<file path="config.mk">
export PLATFORM = sky130hd
export DESIGN_NAME = dsvm_mix
export DESIGN_NICKNAME = d
export VERILOG_FILES = /design/src/hdl/dsvm_pkg.sv /design/src/hdl/dsvm_mix.sv
export SDC_FILE = /design/constraint.sdc
export NUM_CORES = 1
export LEC_CHECK = 0
export ABC_AREA = 1
export BUFFER_PORTS_ARGS = -buffer_cell sky130_fd_sc_hd__buf_2
export CAP_MARGIN = 40
export CORE_UTILIZATION = 45
export DETAILED_ROUTE_END_ITERATION = 10
export MAX_ROUTING_LAYER = met4
export PLACE_DENSITY = 0.7
export SYNTH_ARGS = -nofsm -noshare
export SYNTH_HDL_FRONTEND = slang
export SYNTH_SLANG_ARGS = --single-unit
</file>
<file path="constraint.sdc">
create_clock -name clk -period 2.6 [get_ports clk]
set_input_delay 0.26 -clock clk [delete_from_list [all_inputs] [get_ports clk]]
set_output_delay 0.26 -clock clk [all_outputs]
set_load 0.03 [all_outputs]
</file>
<file path="src/hdl/dsvm_pkg.sv">
`timescale 1ns / 1ps
// ----------------------------------------------------------------------------
// dsvm_pkg
// shared field widths, request kinds and control structs of the voice mixer
// ----------------------------------------------------------------------------
package dsvm_pkg;

  localparam int SAMPLE_BITS = 16;
  localparam int INST_W      = 4;
  localparam int ADDR_FW     = 14;
  localparam int LEN_W       = 15;
  localparam int POS_W       = LEN_W + 1;
  localparam int MASK_BITS   = 9;
  localparam int MASK_IW     = $clog2(MASK_BITS);
  localparam int OUT_CNT_W   = 5;

  typedef enum logic [1:0] {
    FUNC_LOAD  = 2'd0,
    FUNC_DESC  = 2'd1,
    FUNC_TRIG  = 2'd2,
    FUNC_FRAME = 2'd3
  } func_t;

  typedef struct packed {
    func_t                   func;
    logic [INST_W-1:0]       instrument;
    logic [ADDR_FW-1:0]      address;
    logic [SAMPLE_BITS-1:0]  sample_value;
    logic [LEN_W-1:0]        length;
    logic                    stereo;
    logic [MASK_BITS-1:0]    trigger_mask;
  } item_t;

  typedef struct packed {
    logic clr;
    logic add_l;
    logic add_r;
    logic done;
  } mix_ctl_t;

endpackage

</file>
<file path="src/hdl/dsvm_mix.sv">
`timescale 1ns / 1ps
// ----------------------------------------------------------------------------
// dsvm_mix
// left/right accumulators, q1.15 saturation and the result output register
// ----------------------------------------------------------------------------
module dsvm_mix #(
  parameter int MAX_VOICES = 16,
  localparam int CW = $clog2(MAX_VOICES + 1)
) (
  input  logic                                    clk,
  input  logic                                    rst,
  input  dsvm_pkg::mix_ctl_t                      ctl,
  input  logic signed [dsvm_pkg::SAMPLE_BITS-1:0] sample,
  input  logic [CW-1:0]                           active_cnt,
  input  logic                                    overflow,
  output logic                                    out_free,
  output logic                                    m_axis_tvalid,
  input  logic                                    m_axis_tready,
  output logic [39:0]                             m_axis_tdata
);

  import dsvm_pkg::*;

  localparam int ACC_W = SAMPLE_BITS + ((MAX_VOICES > 1) ? $clog2(MAX_VOICES) : 0) + 1;
  localparam logic signed [ACC_W-1:0] SAT_MAX = ACC_W'((1 << (SAMPLE_BITS - 1)) - 1);
  localparam logic signed [ACC_W-1:0] SAT_MIN = -SAT_MAX - ACC_W'(1);

  logic signed [ACC_W-1:0] acc_l;
  logic signed [ACC_W-1:0] acc_r;
  logic [CW+OUT_CNT_W-1:0] cnt_wide;

  function automatic logic [SAMPLE_BITS-1:0] sat(input logic signed [ACC_W-1:0] v);
    logic [SAMPLE_BITS-1:0] r;
    if (v > SAT_MAX) begin
      r = SAT_MAX[SAMPLE_BITS-1:0];
    end else if (v < SAT_MIN) begin
      r = SAT_MIN[SAMPLE_BITS-1:0];
    end else begin
      r = v[SAMPLE_BITS-1:0];
    end
    return r;
  endfunction

  assign out_free = !m_axis_tvalid || m_axis_tready;
  assign cnt_wide = (CW + OUT_CNT_W)'(active_cnt);

  always_ff @(posedge clk) begin
    if (ctl.clr) begin
      acc_l <= '0;
      acc_r <= '0;
    end else begin
      if (ctl.add_l) begin
        acc_l <= acc_l + ACC_W'(sample);
      end
      if (ctl.add_r) begin
        acc_r <= acc_r + ACC_W'(sample);
      end
    end
  end

  always_ff @(posedge clk) begin
    if (rst) begin
      m_axis_tvalid <= 1'b0;
    end else if (ctl.done) begin
      m_axis_tvalid <= 1'b1;
      m_axis_tdata  <= {2'b00, overflow, cnt_wide[OUT_CNT_W-1:0], sat(acc_r), sat(acc_l)};
    end else if (m_axis_tready) begin
      m_axis_tvalid <= 1'b0;
    end
  end

endmodule

</file>
==> reports/results.tsv, run 1 <==
stage	metric	value	unit
power_and_ir_drop	sequential share of power	36.2	%
place	dpl cells	1066	
worst_setup_path	R2R depth	12	
sta	Post-Route Setup TNS	0	ps
grt	largest net degree at the start of global routing	39	
power_and_ir_drop	VDD IR max	0.260	mV
power_and_ir_drop	switching pwr	1490	uW
routing	drt drc	0	
routing	DRT antenna net count	0	
worst_setup_path	ordered list of cells on the worst path	ha_1, fa_1, nand3_1, nand3_1, nand3_1, nand2_2, nand2_1, nand2_1, nand2_1, nand3_1, nand2_1, inv_1	
logic_synthesis	Synth area leaders	edfxtp_1 (20%), dfxtp_1 (15%), nand2_1 (15%), inv_1 (11%), ha_1 (8.7%)	
worst_setup_path	Worst Setup EP	acc_l[12]	
worst_setup_path	Req. time, crit path	2850	ps
routing	1st-pass router iterations	5	
routing	metal2 WL	5980	um
final_layout	Ant. Diodes	0	
final_layout	Final nets	980	
worst_setup_path	WP data arrival	2190	ps
grt	number of global-route vias before repair	4806	
cts	CTS tree	yes	
worst_setup_path	Critical path origin	acc_l[0]	
worst_setup_path	critical path capture point type	flop	
cts	H-tree depth	3	
grt	initial antenna violation count	0	
run_status	status	finished, final reports clean	
final_layout	commonest non-fill, non-tap cell in the layout	nand2_1	
hold_path	Hold Path Class	in2reg	
cts	Worst-Skew Late Latency	360	ps
final_layout	share of cells above drive strength 1	12.7	%
worst_setup_path	Levels on crit path	12	
sta	Clock Skew	9.69	ps
power_and_ir_drop	Leak	0.00356	uW
worst_setup_path	reg-to-reg slack, setup	660	ps
sta	fin crit period	1940	ps
routing	DR iter-0 viols	362	
cts	setup bufs post-CTS	0	
worst_setup_path	crit path max-delay cell type	fa_1	
sta	setup repair after global routing missed its margin	no	
logic_synthesis	Seq/Total Area, Yosys	34.9	%
worst_setup_path	crit path kind	reg2reg	
worst_setup_path	Crit Reg-Reg Startpoint	acc_l[0]	
place	routability cong.	0.915	
power_and_ir_drop	Cell Pwr Density	649	nW/um^2
cts	root buffer cell	clkbuf_16	
die	Die Height	115	um
die	die area	13200	um^2
power_and_ir_drop	Net Sw Frac	34.9	%
job	max-cap viol count	0	
sta	Final setup viols	0	
final_layout	Post-Layout Cell Count	1082	
hold_path	Hold Startpoint	active_cnt[4]	
power_and_ir_drop	Comb power frac	30.9	%
die	Initial Util	47.0	%
logic_synthesis	count of cell types in the netlist	31	
routing	Metal-1 WL	6840	um
power_and_ir_drop	Clk pwr share	32.8	%
worst_setup_path	reg2reg end	acc_l[12]	
die	# IOs	71	
place	dpl hpwl	10600	um
power_and_ir_drop	internal power	2790	uW
logic_synthesis	cell taking the most area after synthesis	edfxtp_1	
cts	CTS clk-pin slew, worst paths	70	ps
routing	routed len/inst	12.6	um
worst_setup_path	delay-heaviest family, CP	simple AND/OR/NAND/NOR gates	
routing	via-per-instance ratio	4.82	
logic_synthesis	Synthesis Warnings	0	
logic_synthesis	Yosys reg bits	81	
sta	Pins Over Slew Limit	0	
cts	cts repair resizes	0	
place	I/O Buffers	68	
cts	clock sinks	81	
logic_synthesis	Yosys top cell area share	19.9	%
worst_setup_path	slowest stage delay, CP	440	ps
routing	vias	5216	
routing	top routing layer in use	met4	
place	Setup WS pre-CTS	558	ps
final_layout	most frequent cells in the layout	nand2_1 (229), inv_1 (174), buf_2 (68)	
worst_setup_path	critical path peak fanout	4	
die	FP Rows	40	
worst_setup_path	Worst Path Buf+Inv	1	
die	chip width	115	um
final_layout	P&R area growth vs syn	14.9	%
cts	worst-case clock buffer depth	2	
routing	met3 wire length	598	um
cts	hold_buf cts	0	
sta	Final Cycle Share	74.7	%
logic_synthesis	mean area per synthesized cell	6.81	um^2
grt	first-pass GRT wire length	22900	um
cts	CTS buffer count	9	
sta	max frequency	0.515	GHz
sta	Final Hold Fails	0	
logic_synthesis	mapped cell area	5740	um^2
logic_synthesis	Post-Synthesis Cells	842	
sta	Fin Hold WS	78.7	ps
grt	Total GRT Usage	23.1	%
sta	final worst slack	657	ps
routing	Total Routed Length	13700	um
grt	GR Overflow Total	0	
worst_setup_path	Setup crit start kind	flop	
die	core area	12200	um^2
[registers in the layout, summed over array words and instances (netlist names)]
| register | count |
|---|---|
| m_axis_tdata | 38 |
| acc_l | 21 |
| acc_r | 21 |
| m_axis_tvalid | 1 |
[metrics by stage]
stage	area (um^2)	utilization [%]	power (uW)
6_report	6590	54.0	4280
3_5_place_dp	6270	51.3	2890
3_3_place_gp	6250	51.2	2870
4_1_cts	6590	54.0	4290
2_1_floorplan	5740	-	2570
5_1_grt	6590	54.0	4550
[cells in the mapped netlist]
master and count:
xor2_1 18, xnor2_1 2, a31oi_1 2, and2_1 1, o21bai_1 6, ha_1 40, nor2_1 55, nor2_2 7
fa_1 2, and2_4 1, nand4_1 4, o31ai_2 2, nor3_1 10, nand2_2 7, conb_1 1, nand3_2 3
buf_1 1, nand3_1 65, o21ai_1 2, buf_6 1, a21oi_2 3, dlygate4sd1_1 1, clkbuf_1 15, a21oi_1 56
o21ai_0 46, inv_1 174, edfxtp_1 38, nand2_1 229, buf_4 3, dfxtp_1 43, a211oi_1 4
[metal layers]
metal	GRT usage (%)	up-vias
li1	-	2783
met1	30.3	2304
met2	35.5	115
met3	4.48	14
met4	8.05	0
met5	-	-
[kinds of logic (layout without fill, tap and decap cells)]
family                   count (synthesis)  count (layout)  share of synthesized area (%)
AND/OR/NAND/NOR                        382             382                           27.9
flip-flops                              81              81                           34.9
AO/OA/AOI/OAI                          121             121                           11.5
other                                    1               2                         0.0654
XOR/XNOR                                20              20                           3.05
adder cells (fa/ha/maj)                 42              42                           9.42
buffers and inverters                  195             266                           13.2
[worst min path at each step]
| stage | depth (start not counted) | to | slack (ps) |
|---|---|---|---|
| 2_1_floorplan | 1 | m_axis_tvalid | 330 |
| 3_3_place_gp | 1 | m_axis_tdata[37] | 440 |
| 3_5_place_dp | 1 | m_axis_tdata[36] | 440 |
| 4_1_cts | 1 | m_axis_tdata[36] | 70 |
| 5_1_grt | 1 | m_axis_tdata[33] | 80 |
| 6_report | 1 | m_axis_tdata[36] | 80 |
[power by group through the flow]
| stage | Clock (uW) | Combinational (uW) | Sequential, uW |
|---|---|---|---|
| 6_report | 1400 | 1320 | 1550 |
| 5_1_grt | 1480 | 1510 | 1560 |
| 4_1_cts | 1420 | 1320 | 1550 |
| 3_5_place_dp | 0 | 1310 | 1580 |
| 3_3_place_gp | 0 | 1290 | 1570 |
| 2_1_floorplan | 0 | 905 | 1660 |
[cell type report]
type	count	area [um^2]
clock buffer	9	225
clock inverter	7	98.8
fill	1220	5620
inverter	174	653
multi-input combinational	567	2990
sequential	81	2000
tap	168	210
timing repair buffer	76	413
Power figures use the tool's default switching activity.
==> run 2: changes to the inputs <==
clock period = 1.8 ns   (was 2.6 ns; I/O delays follow)
==> run 2 against run 1 <==
  * Setup slack worse by 610 ps
  * Register-to-register slack worse by 610 ps
  * Sequential share of layout area shrank 2.3 points
  * Power is 51% higher
  * Critical path depth decreased by 4
  * Critical endpoint is now acc_l[10]
  * Largest power group unchanged
==> reports/results.tsv, run 2 (synthesis results as in run 1) <==
stage	metric	value	unit
worst_setup_path	critical path capture point type	flop	
power_and_ir_drop	Clk pwr share	31.3	%
power_and_ir_drop	Comb power frac	33.8	%
power_and_ir_drop	switching pwr	2250	uW
final_layout	Largest regs	m_axis_tdata x38, acc_l x21, acc_r x21	
power_and_ir_drop	Net Sw Frac	34.9	%
hold_path	Hold Path Class	in2reg	
worst_setup_path	R2R depth	8	
routing	vias	5355	
cts	CTS clk-pin slew, worst paths	70	ps
grt	number of global-route vias before repair	4637	
sta	Final Cycle Share	97.5	%
die	# IOs	71	
worst_setup_path	slowest stage delay, CP	350	ps
die	chip width	115	um
place	dpl hpwl	10600	um
power_and_ir_drop	internal power	4200	uW
final_layout	most frequent cells in the layout	nand2_1 (220), inv_1 (174), buf_2 (68)	
worst_setup_path	Setup crit start kind	flop	
final_layout	commonest non-fill, non-tap cell in the layout	nand2_1	
worst_setup_path	delay-heaviest family, CP	adder cells	
sta	max frequency	0.570	GHz
place	Setup WS pre-CTS	-53.2	ps
routing	via-per-instance ratio	4.84	
die	die area	13200	um^2
final_layout	P&R area growth vs syn	24.5	%
worst_setup_path	Req. time, crit path	2040	ps
worst_setup_path	crit path max-delay cell type	fa_2	
worst_setup_path	Worst Path Buf+Inv	2	
worst_setup_path	Levels on crit path	8	
cts	CTS tree	yes	
die	core area	12200	um^2
routing	1st-pass router iterations	5	
power_and_ir_drop	Cell Pwr Density	903	nW/um^2
die	FP Rows	40	
cts	root buffer cell	clkbuf_16	
sta	Final setup viols	0	
cts	CTS buffer count	9	
worst_setup_path	most frequent CP cell	nand3_1	
final_layout	Ant. Diodes	0	
hold_path	hold path cells	1	
sta	setup repair after global routing missed its margin	yes	
cts	Worst-Skew Late Latency	350	ps
routing	Total Routed Length	14300	um
grt	first-pass GRT wire length	22000	um
sta	fin crit period	1750	ps
final_layout	Largest Register	m_axis_tdata	
grt	Total GRT Usage	22.2	%
worst_setup_path	crit path kind	reg2reg	
power_and_ir_drop	sequential share of power	34.9	%
power_and_ir_drop	Leak	0.00371	uW
sta	Clock Skew	11.9	ps
final_layout	Final nets	1005	
place	routability cong.	0.925	
sta	final worst slack	45.0	ps
cts	worst-case clock buffer depth	2	
routing	DR iter-0 viols	369	
grt	GR Overflow Total	0	
place	I/O Buffers	68	
cts	clock sinks	81	
grt	initial antenna violation count	0	
cts	H-tree depth	3	
final_layout	Core Util, Final	58.5	%
worst_setup_path	critical path peak fanout	2	
run_status	status	finished, final reports clean	
die	Initial Util	47.0	%
worst_setup_path	ordered list of cells on the worst path	ha_2, fa_2, buf_4, nand3_1, nand3_1, xor2_1, o21ai_0, inv_1	
routing	DRT antenna net count	0	
routing	drt drc	0	
sta	Pins Over Slew Limit	0	
worst_setup_path	reg-to-reg slack, setup	50	ps
sta	Post-Route Setup TNS	0	ps
power_and_ir_drop	VDD IR max	0.479	mV
job	max-cap viol count	0	
final_layout	share of cells above drive strength 1	20.8	%
routing	routed len/inst	13.0	um
grt	largest net degree at the start of global routing	43	
die	Die Height	115	um
final_layout	max reg flops	38	
worst_setup_path	WP data arrival	2000	ps
sta	Final Hold Fails	0	
==> run 2: cell types whose count changed in the layout (fill, tap and decap cells not counted), moves of 4 or more <==
cell | previous run | this run
ha_1 | 40 | 18
buf_4 | 7 | 28
ha_4 | 0 | 15
nand3_1 | 65 | 55
nand2_1 | 229 | 220
nand3_2 | 3 | 12
nand2_2 | 7 | 15
ha_2 | 0 | 7
nor2_1 | 54 | 49
nor2_2 | 7 | 12
a21oi_1 | 56 | 52
==> run 2: layout make-up <==
type / count / area (um^2)
clock buffers: 10 / 229
multi-input cells: 567 / 3340
well taps: 168 / 210
clock inverters: 6 / 90.1
repair buffers: 101 / 622
fillers: 1128 / 5070
flip-flops and latches: 81 / 2000
inverters: 174 / 653
==> run 2: power groups by stage <==
stage / registers [uW] / clock network (uW) / logic (uW)
4_1_cts: 2230 / 2050 / 1990
3_5_place_dp: 2270 / 0 / 1970
3_3_place_gp: 2270 / 0 / 1960
6_report: 2250 / 2020 / 2180
5_1_grt: 2270 / 2110 / 2440
2_1_floorplan: 2400 / 0 / 1310
==> run 2: through the flow <==
step | hold slack, ps | total power (uW) | std cells | cell area [um^2]
detailed placement | 359 | 4250 | 1087 | 6440
CTS | 1.00 | 6270 | 1104 | 6770
finish | 9.27 | 6450 | 1107 | 7140
global route | 7.59 | 6810 | 1107 | 7140
floorplan | 249 | 3710 | 843 | 5740
global placement | 357 | 4230 | 1087 | 6440
==> run 2: final timing paths <==
path	start	endpoint
worst max-delay path	acc_l[0]	acc_l[10]
worst min register to register	m_axis_tvalid	m_axis_tvalid
worst min-delay path	overflow	m_axis_tdata[37]
worst max register to register	acc_l[0]	acc_l[10]
==> run 2: repair_timing <==
item                                   CTS  global route
gates resized for setup                  2            61
hold buffers                             1             1
pin swaps                                0             6
setup buffers                            0             2
setup endpoints to repair                5            29
cloned                                   0             0
endpoints found under the hold margin    1             1
==> run 2: worst register-to-register path, delay by kind of cell (launching register included) <==
| family | cells | cell delay, ps |
|---|---|---|
| DFF | 1 | 320 |
| xor gates and xnor gates | 1 | 160 |
| adders and majority gates | 2 | 530 |
| and+or+nand+nor | 2 | 200 |
| AOI/OAI and AO/OA | 1 | 210 |
| buffers and inverters | 2 | 220 |
==> run 2: per-layer routing <==
metal / share of wire (%) / vias to the layer above / wire (um) / track usage [%]
li1: - / 2845 / - / -
met1: 49 / 2371 / 7040 / 30.3
met2: 44 / 121 / 6370 / 33.6
met3: 4.5 / 18 / 644 / 3.00
met4: 1.9 / 0 / 277 / 8.23
met5: 0 / - / 0 / -
==> run 3: changes to the inputs <==
ABC_AREA = 0   (was 1)
CELL_PAD_IN_SITES_DETAIL_PLACEMENT = 2   (was unset)
CELL_PAD_IN_SITES_GLOBAL_PLACEMENT = 2   (was unset)
CORE_UTILIZATION = 36   (was 45)
PLACE_DENSITY = 0.86   (was 0.7)
==> run 3 against run 2 <==
  * The flow now stops in clock tree synthesis (4_1_cts)
  * Synthesized cell count fell by 37%
  * Area after synthesis fell by 13%
==> reports/results.tsv, run 3 <==
stage	metric	value	unit
cts	setup bufs post-CTS	22	
cts	root buffer cell	clkbuf_16	
logic_synthesis	cell taking the most area after synthesis	edfxtp_1	
die	# IOs	71	
cts	worst-case clock buffer depth	2	
logic_synthesis	mean area per synthesized cell	9.50	um^2
cts	H-tree depth	3	
place	Setup WS pre-CTS	-672	ps
logic_synthesis	Synthesis Warnings	0	
run_status	Halt Stage	clock tree synthesis (4_1_cts)	
logic_synthesis	Synth area leaders	edfxtp_1 (23%), dfxtp_1 (17%), ha_1 (10%), a21o_1 (6.1%), nor2_1 (3.7%)	
logic_synthesis	count of cell types in the netlist	65	
logic_synthesis	most frequent cell after synthesis	nor2_1	
die	Die Height	120	um
logic_synthesis	Yosys top cell area share	22.7	%
logic_synthesis	Seq/Total Area, Yosys	39.9	%
place	routability cong.	0.861	
logic_synthesis	top post-synthesis cells by count	nor2_1 (49), dfxtp_1 (43), a21o_1 (41)	
logic_synthesis	Yosys reg bits	81	
run_status	status	stopped before the end	
run_status	Error	[ERROR DPL-0033] detailed placement checks failed during check placement.	
logic_synthesis	Primary FF master, synth	dfxtp_1	
die	FP Rows	42	
logic_synthesis	Post-Synthesis Cells	528	
cts	clock sinks	81	
place	dpl hpwl	18300	um
die	Initial Util	37.4	%
logic_synthesis	Post-synth EDFFs	38	
cts	cts repair resizes	107	
place	DP Area	6950	um^2
cts	CTS buffer count	9	
cts	hold_buf cts	4	
logic_synthesis	asr flop ratio synth	0	%
place	I/O Buffers	68	
logic_synthesis	mapped cell area	5020	um^2
die	chip width	120	um
run 3: changes by cell type after synthesis, sizes merged, moves of 11 or more:
cell and delta:
mux2i +17, a21oi -28, nand2 -201, nor2 -13, xnor2 +15, nand3 -53, nand2b +13, o21ai -20
xor2 -11, inv -161, a21o +41
run 3: stage by stage:
stage | cells | hold WS [ps]
after detailed placement | 898 | 359
after global placement | 894 | 360
after floorplan | 529 | 249
run 3: kinds of logic after synthesis:
group	share of synthesized area, %
fa+ha+maj	10.8
xor+xnor	4.19
other cells	0.0747
compound gates	21.2
simple gates	17.2
mux	3.62
buf+inv	3.04
flops	39.9
==> run 4: changes to the inputs <==
CELL_PAD_IN_SITES_DETAIL_PLACEMENT = unset   (was 2)
CELL_PAD_IN_SITES_GLOBAL_PLACEMENT = unset   (was 2)
CORE_UTILIZATION = 30   (was 36)
MAX_ROUTING_LAYER = unset   (was met4)
PLACE_DENSITY = unset   (was 0.86)
PLACE_DENSITY_LB_ADDON = 0.15   (was unset)
==> run 4 against run 3 <==
  * The flow now finishes, with violations (negative setup slack)
  * Synthesized cell count unchanged
  * Area after synthesis unchanged
==> reports/results.tsv, run 4 <==
stage	metric	value	unit
sta	Final Hold Fails	0	
cts	CTS buffer count	9	
logic_synthesis	cell taking the most area after synthesis	edfxtp_1	
hold_path	hold path cells	1	
cts	worst-case clock buffer depth	2	
power_and_ir_drop	VDD IR max	0.459	mV
sta	max frequency	0.438	GHz
worst_setup_path	Critical path origin	acc_r[0]	
worst_setup_path	Setup crit start kind	flop	
routing	1st-pass router iterations	4	
routing	drt drc	0	
final_layout	most frequent cells in the layout	buf_4 (150), buf_2 (68), nor2_1 (44)	
cts	CTS clk-pin slew, worst paths	70	ps
logic_synthesis	Post-synth EDFFs	38	
logic_synthesis	Synth area leaders	edfxtp_1 (23%), dfxtp_1 (17%), ha_1 (10%), a21o_1 (6.1%), nor2_1 (3.7%)	
die	FP Rows	46	
final_layout	Largest Register	m_axis_tdata	
hold_path	Hold Startpoint	active_cnt[0]	
worst_setup_path	R2R depth	10	
die	core area	16100	um^2
power_and_ir_drop	Leak	0.00350	uW
worst_setup_path	Crit Reg-Reg Startpoint	acc_r[0]	
worst_setup_path	critical path capture point type	flop	
logic_synthesis	Primary FF master, synth	dfxtp_1	
grt	number of global-route vias before repair	4965	
place	dpl hpwl	10700	um
logic_synthesis	Yosys reg bits	81	
logic_synthesis	Synthesis Warnings	0	
place	Setup WS pre-CTS	-503	ps
job	max-cap viol count	0	
sta	Final Cycle Share	127	%
power_and_ir_drop	Cell Pwr Density	1010	nW/um^2
worst_setup_path	crit path kind	reg2reg	
logic_synthesis	Post-Synthesis Cells	528	
logic_synthesis	Seq/Total Area, Yosys	39.9	%
sta	setup repair after global routing missed its margin	yes	
logic_synthesis	Yosys top cell area share	22.7	%
worst_setup_path	WP data arrival	2540	ps
final_layout	P&R area growth vs syn	60.8	%
final_layout	commonest non-fill, non-tap cell in the layout	buf_4	
die	die area	17200	um^2
final_layout	register area	2030	um^2
routing	via-per-instance ratio	4.92	
final_layout	area of the multi-input gates	3680	um^2
final_layout	cell area after layout	8070	um^2
cts	H-tree depth	3	
worst_setup_path	Req. time, crit path	2050	ps
cts	clock sinks	81	
run_status	status	finished with violations	
sta	fin crit period	2280	ps
logic_synthesis	most frequent cell after synthesis	nor2_1	
sta	Final setup viols	30	
logic_synthesis	count of cell types in the netlist	65	
hold_path	Hold Path Class	in2reg	
run_status	failing checks	negative setup slack	
grt	initial antenna violation count	0	
final_layout	Largest regs	m_axis_tdata x38, acc_l x21, acc_r x21	
cts	Worst-Skew Late Latency	340	ps
routing	Total Routed Length	15000	um
grt	largest net degree at the start of global routing	39	
routing	routed len/inst	15.4	um
logic_synthesis	asr flop ratio synth	0	%
final_layout	Core Util, Final	50.1	%
place	routability cong.	0.834	
cts	CTS tree	yes	
cts	root buffer cell	clkbuf_16	
logic_synthesis	mapped cell area	5020	um^2
logic_synthesis	mean area per synthesized cell	9.50	um^2
sta	Rel. slew slack	64.8	%
grt	GR Overflow Total	0	
sta	Clock Skew	6.11	ps
grt	first-pass GRT wire length	24600	um
sta	worst-margin pin slew	528	ps
sta	Fin Hold WS	19.5	ps
logic_synthesis	top post-synthesis cells by count	nor2_1 (49), dfxtp_1 (43), a21o_1 (41)	
die	Die Height	131	um
die	chip width	131	um
die	# IOs	71	
final_layout	FILL cells	1490	
final_layout	share of cells above drive strength 1	49.1	%
routing	DRT antenna net count	0	
final_layout	Final nets	825	
sta	final worst slack	-484	ps
routing	vias	4797	
place	I/O Buffers	68	
die	Initial Util	31.1	%
final_layout	Ant. Diodes	0	
final_layout	max reg flops	38	
routing	DR iter-0 viols	281	
sta	Pins Over Slew Limit	0	
place	DP Area	6980	um^2
worst_setup_path	critical path peak fanout	3	
grt	Total GRT Usage	17.8	%
-- run 4: logic make-up (layout without fill, tap and decap cells) --
kind of cell,Yosys count,in the layout,synth area share [%]
and+or+nand+nor,166,166,17.2
buffers and inverters,38,268,3.04
xor gates and xnor gates,24,24,4.19
muxes,18,18,3.62
other,1,2,0.0747
AOI/OAI and AO/OA,158,158,21.2
DFF,81,81,39.9
adders and majority gates,42,42,10.8
-- run 4: power by group --
group	switching [uW]	total [uW]	internal (uW)
combinational	1820	3670	1860
clock	835	2070	1230
sequential	161	2440	2270
total	2810	8180	5360
-- run 4: critical path: stages (launching register included) --
cell and delay, ps:
dfxtp_2 350, ha_4 140, fa_2 230, a211oi_4 70
o2111ai_2 250, nand4_4 160, o22ai_2 190, buf_4 150
a31oi_4 80, or4b_4 490, o311ai_2 80
-- run 4: worst paths after layout --
path              slack (ps)               end
setup / recovery        -480         acc_r[18]
hold / removal            20  m_axis_tdata[32]
setup reg to reg        -480         acc_r[18]
hold reg to reg          490     m_axis_tvalid
-- run 4: cell type report --
class                           instances  area share [%]
Multi-Input combinational cell        410            45.6
Sequential cell                        81            25.1
Inverter                               13           0.605
Clock buffer                            9            2.79
Tap cell                              216            3.35
Clock inverter                          7            1.24
Timing Repair Buffer                  239            21.3
-- run 4: metrics by stage --
step	total power, uW	TNS [ps]	std cells
detailed placement	5560	-7980	934
global route	8670	-9280	975
global placement	5510	-7330	933
finish	8180	-6470	975
CTS	7920	-6110	966
floorplan	4350	-1960	529
-- run 4: repair_timing --
item                       in CTS  in global routing
pin swaps                      56                 46
hold buffers                    4                  0
hold endpoints to repair        4                  0
resized for setup              50                 56
buffers inserted               13                 11
setup endpoints to repair      28                 31
-- run 4: per-layer routing --
metal  GRT usage [%]  up-vias  part of all wire [%]
met3            3.36       11                   3.3
met1            21.9     2295                    45
met2            31.6       66                    50
li1                -     2425                     -
met4            4.52        0                   1.2
met5               0        -                     0
